$ cat config.mk
export PLATFORM = sky130hd
export DESIGN_NAME = cqp_ctrl
export DESIGN_NICKNAME = d
export VERILOG_FILES = /design/src/sv/circular_queue_with_peek_assert.svh /design/src/sv/cqp_pkg.sv /design/src/sv/cqp_ctrl.sv
export SDC_FILE = /design/constraint.sdc
export NUM_CORES = 1
export LEC_CHECK = 0
export BUFFER_PORTS_ARGS = -buffer_cell sky130_fd_sc_hd__buf_2
export CAP_MARGIN = 40
export CELL_PAD_IN_SITES_DETAIL_PLACEMENT = 0
export CELL_PAD_IN_SITES_GLOBAL_PLACEMENT = 1
export CORE_AREA = 2 2 39 41
export DETAILED_ROUTE_END_ITERATION = 8
export DIE_AREA = 0 0 41 43
export MAX_ROUTING_LAYER = met4
export PLACE_DENSITY = 0.4
export SETUP_SLACK_MARGIN = 0.05
export SLEW_MARGIN = 40
export SYNTH_ARGS = -nofsm -noshare
export SYNTH_HDL_FRONTEND = slang
export SYNTH_SLANG_ARGS = --single-unit
export TNS_END_PERCENT = 20
$ cat constraint.sdc
create_clock -name clk -period 1.45 [get_ports clk]
set_input_delay 0.29 -clock clk [delete_from_list [all_inputs] [get_ports clk]]
set_output_delay 0.29 -clock clk [all_outputs]
set_load 0.1 [all_outputs]
$ cat src/sv/circular_queue_with_peek_assert.svh
// Assertion macros for the circular queue with peek.
// Used by the top level; depends on nothing else.
`ifndef CIRCULAR_QUEUE_WITH_PEEK_ASSERT_SVH
`define CIRCULAR_QUEUE_WITH_PEEK_ASSERT_SVH

// The consequent must hold in the same cycle as the antecedent.
`define CQP_ASSERT_NOW(label, clk, rst, ante, cons, msg) \
  label: assert property (@(posedge clk) disable iff (rst) (ante) |-> (cons)) \
    else $error(msg);

// The consequent must hold in the cycle after the antecedent.
`define CQP_ASSERT_NEXT(label, clk, rst, ante, cons, msg) \
  label: assert property (@(posedge clk) disable iff (rst) (ante) |=> (cons)) \
    else $error(msg);

`endif

$ cat src/sv/cqp_pkg.sv
// Shared types and constants for the circular queue with peek.
// Used by the controller, the datapath and the top level; no dependencies.
package cqp_pkg;

  // Fixed field widths.
  localparam int CMD_W = 3;
  localparam int POS_W = 10;
  localparam int CAP_W = 10;

  // Command codes.
  localparam logic [CMD_W-1:0] CMD_PUSH  = 3'd0;
  localparam logic [CMD_W-1:0] CMD_POP   = 3'd1;
  localparam logic [CMD_W-1:0] CMD_QUERY = 3'd2;
  localparam logic [CMD_W-1:0] CMD_EMPTY = 3'd3;
  localparam logic [CMD_W-1:0] CMD_FULL  = 3'd4;

  // Commands from the controller to the datapath.
  typedef struct packed {
    logic load_in;
    logic do_read;
    logic load_direct;
    logic load_read;
  } ctrl_cmd_t;

  // Status from the datapath to the controller.
  typedef struct packed {
    logic needs_read;
    logic is_push;
  } dp_status_t;

endpackage

$ cat src/sv/cqp_ctrl.sv
// Controller state machine for the circular queue with peek.
// Depends on cqp_pkg for the command and status structs.
module cqp_ctrl (
  input  logic                clk,
  input  logic                rst,
  input  logic                in_valid,
  output logic                in_ready,
  output logic                out_valid,
  input  logic                out_ready,
  input  cqp_pkg::dp_status_t st,
  output cqp_pkg::ctrl_cmd_t  cmd
);

  localparam logic [1:0] S_IDLE = 2'd0;
  localparam logic [1:0] S_EXEC = 2'd1;
  localparam logic [1:0] S_LOAD = 2'd2;

  logic [1:0] state;
  logic [1:0] state_next;
  logic       out_valid_next;
  logic       out_free;

  // The output register can take a new result when empty or being emptied.
  assign out_free = !out_valid || out_ready;
  assign in_ready = (state == S_IDLE);

  // Command decode from the current state and datapath status.
  always_comb begin
    cmd.load_in     = in_valid && in_ready;
    cmd.do_read     = (state == S_EXEC) && st.needs_read;
    cmd.load_direct = (state == S_EXEC) && !st.needs_read && out_free;
    cmd.load_read   = (state == S_LOAD) && out_free;
  end

  // Next state.
  always_comb begin
    state_next = state;
    unique case (state)
      S_IDLE: begin
        if (cmd.load_in) state_next = S_EXEC;
      end
      S_EXEC: begin
        if (cmd.do_read) state_next = S_LOAD;
        else if (cmd.load_direct) state_next = S_IDLE;
      end
      S_LOAD: begin
        if (cmd.load_read) state_next = S_IDLE;
      end
      default: begin
        state_next = S_IDLE;
      end
    endcase
  end

  // Output valid is set by a load and cleared when the beat is taken.
  always_comb begin
    if (cmd.load_direct || cmd.load_read) out_valid_next = 1'b1;
    else if (out_ready) out_valid_next = 1'b0;
    else out_valid_next = out_valid;
  end

  always_ff @(posedge clk) begin
    if (rst) begin
      state     <= S_IDLE;
      out_valid <= 1'b0;
    end else begin
      state     <= state_next;
      out_valid <= out_valid_next;
    end
  end

endmodule

# == Word level (Yosys, flattened, before mapping) ==
# Cells that the tools add are included.
# totals
reg_bits,3
latch_bits,0
ram_bits,0
mem_bits_ro,0
output_inout_bits,6
mem_count,0
# classes
n_addsub,0
n_mul,0
n_div,0
order_cmp,0
n_eq_ne,5
n_shift,0
n_mux,7
bitwise,0
reduce_logical,12
# op_table
operator,n
$mux 2,4
$pmux 2 s3,1
$logic_and 1x1->1,5
$ne 3x3->1 const B,1
$reduce_and 3->1,1
$eq 2x1->1 const B,1
$eq 2x2->1 const B,1
$logic_not 1->1,2
$logic_not 2->1,1
$logic_or 1x1->1,2
$mux 1,2
$ne 2x1->1 const B,1
$ne 2x2->1 const B,1
$reduce_bool 2->1,1

# == Logic depth before layout (Yosys ltp) ==
# logic_depth
ltp_word,6
mapped_depth,2
depth_no_buf,2

# == Worst setup path after synthesis ==
# OpenSTA, ideal clock, no wires.
# synth_path
kind,register -> output
start,register state[1]
end,output port cmd[3] (netlist bit)
arrival_time_ns,2.527
t_required_ns,1.160
setup_slack_ns,-1.367
stages_incl_launch_ff,3
cell_sequence,dfxtp_1 nor2_1 and2_1
# synth_rtl
element,line,source
start: declaration,cqp_ctrl.sv:18,logic [1:0] state;
start signal: assignment,cqp_ctrl.sv:67,state <= state_next;
end: declaration,cqp_ctrl.sv:11,output cqp_pkg::ctrl_cmd_t cmd

==> metrics <==
Post-synth top cells=dfxtp_1, nand2b_1, nor2_1; Clock Skew=roughly 0.0017 ns; Iteration-0 DRC Markers=6; setup slack at placement=roughly 0.052 ns; RSZ-0062 raised after global routing=yes; drt pass-1 iters=3; Hold Path Depth=2; maximum fanout along the worst path=2; synthesized cell area=164 sq um; Clock Power Share=38.4%; Reg2Reg Setup Slack=about 0.5 ns; slack of the critical path=-0.0649 ns; die height=approximately 43 um; Setup Crit Path Kind=reg2out; initial antenna violation count=0; Crit path arrival time=about 1.2 ns; Gate power share=around 38%; layout cells sized above 1=approximately 71%; H-Tree Depth=1; Ys Warns=0; Internal=243 uW; number of buffers created by CTS=3; P_leak=~0.00016 uW; Placed Cells=47; Reg-to-Reg Start=state[1]; CP Data Required Time=about 1.2 ns; cts hold-fix bufs=0; Tot Pwr=378 uW; CTS tree=yes; worst r2r path cells=2; Die ar.=0.00176 sq mm; first-pass GRT wire length=between 700 and 800 um; register area share after synthesis=36.6%; vias in the first global route=approximately 180; Max-slew headroom=68.0%; failing checks=setup timing; FF/Latch Area=around 63 sq um; grt ovf=0; Sink Count=3; DRT Wirelength=roughly 440 um; run status=complete, but fails checks; starting density of the core=11.8%; RePlAce Congestion=about 0.75; period utilisation layout=104%; Synth Register Bits=3; met1 wire length=between 200 and 250 um; Psw=roughly 130 uW; I/O Buffers=10; Post-Synthesis Cells=19; Avg Cell Area, Syn=approximately 8.6 sq um; WL per Instance=roughly 8.7 um; Hold Path End=out_valid; clk_lat worst skew=approximately 0.23 ns; all-layer global routing usage=under 10%; Hold Startpoint=rst; switch share=a little over a third; Pwr Density=958 mW/mm^2; WP buf/inv=1; Post-Syn Nets=25; HP Class=in2reg; dpl hpwl=about 350 um; Post-synth ARST share=0%; largest net degree at the start of global routing=7; Antenna diodes=0; primary flip-flop cell chosen by synthesis mapping=dfxtp_1; critical path launch point type=register; Reg2Reg Capture Point=out_valid; clock-pin slew on the worst setup and hold paths=around 0.04 ns; met2 wire length=around 190 um; CP peak stage delay=slightly below 0.4 ns; met3 wire length=around 37 um; worst-path cell chain=or3b_4 > nor2_4 > buf_12; ANT nets after route=0; register share of total power=about a quarter; Post-synth EDFFs=0; endpoints failing setup=1; # fillers=150; FMAX=660 MHz; die width=around 41 um; min Tclk post-route=about 1.5 ns; Slew Viols, Final=0; max-cap viol count=0; cell taking the most area after synthesis=dfxtp_1; Hold Vio Cnt, Final=0; DRC viols=0; Worst Tran Pin Value=0.484 ns; cell row count=14; clk root buf=clkbuf_4; Peak VDD IR=0.594 mV; multi-input logic area=between 100 and 150 sq um; synthesis-to-layout area growth=140%; core area=0.00138 sq mm; Vias=about 200; top area cells in the synthesized netlist=dfxtp_1, nand4bb_1, nand2b_1; Highest Signal Layer=met3; Layout Nets=42; worst hold slack=0.250 ns; Top delay family on crit path=simple AND/OR/NAND/NOR gates; setup TNS=-0.0649 ns; CP max-delay cell=or3b_4; post-synth top area share=36.6%; Critical Path End Type=output pin; Post-Layout Cell Count=51; Max Buffers Root-to-Sink=2; Vias/cell=just under 4; I/O pin total=12; post-synthesis cell type count=12
==> per-layer routing <==
layer	vias up	global-route usage (%)
met5	-	-
met4	0	4.00
met3	0	6.81
met2	7	6.56
met1	91	8.65
li1	100	-
==> repair_timing <==
item / 4_1_cts / 5_1_grt
buffers inserted: 0 / 0
resized for setup: 3 / 1
pin swaps: 3 / 2
endpoints found under the setup margin: 4 / 4
==> area by class of cell <==
class	count	share of cell area (%)
clock buffers	4	6.67
inverters	1	0.952
multi-input cells	15	34.9
flip-flops and latches	3	15.9
well taps	16	5.08
repair buffers	12	36.5
==> metrics by stage <==
stage / instance area (sq um) / util (%)
3_3_place_gp: 354 / 25.6
6_report: 394 / 28.5
5_1_grt: 394 / 28.5
3_5_place_dp: 354 / 25.6
4_1_cts: 390 / 28.2
2_1_floorplan: 194 / -
==> logic make-up (layout without fill, tap and decap cells) <==
family	after synthesis	in the layout	synth area share, %
flip-flops	3	3	36.6
buffers and inverters	1	17	2.29
AND/OR/NAND/NOR	12	12	49.6
AO/OA/AOI/OAI	3	3	11.5
==> state kept, by name, summed over array words and instances (netlist names) <==
name       flops
out_valid      1
state          2
==> cells in the final DEF (no fill, tap or decap), drive strengths merged <==
master / instances
buf: 12
nand3b: 1
a31oi: 1
nor2b: 1
nand4bb: 2
a211oi: 1
dfxtp: 3
nor2: 3
nand2b: 3
inv: 1
a21oi: 1
or3b: 1
clkbuf: 4
and2: 1
==> worst reg2reg max path, stage by stage (launching register included) <==
cell and delay [ns]:
dfxtp_1 0.31, or3b_4 0.39, a31oi_1 0.16
==> how the worst max path moves through the flow <==
stage          startpoint      to  slack [ns]  cells after the start
6_report         state[1]  cmd[1]       -0.06                      3
3_3_place_gp        st[1]  cmd[1]        0.05                      4
4_1_cts          state[0]  cmd[1]       -0.08                      3
3_5_place_dp        st[1]  cmd[1]        0.05                      4
2_1_floorplan    state[1]  cmd[3]       -0.12                      2
5_1_grt          state[0]  cmd[1]       -0.12                      3
==> power by group through the flow <==
stage	clock network (uW)	registers, uW	logic (uW)
2_1_floorplan	0	105	77.4
3_3_place_gp	0	91.8	141
3_5_place_dp	0	91.5	140
4_1_cts	155	90.3	143
5_1_grt	162	91.4	147
6_report	145	90.5	142
(Power assumes the default switching activity.)
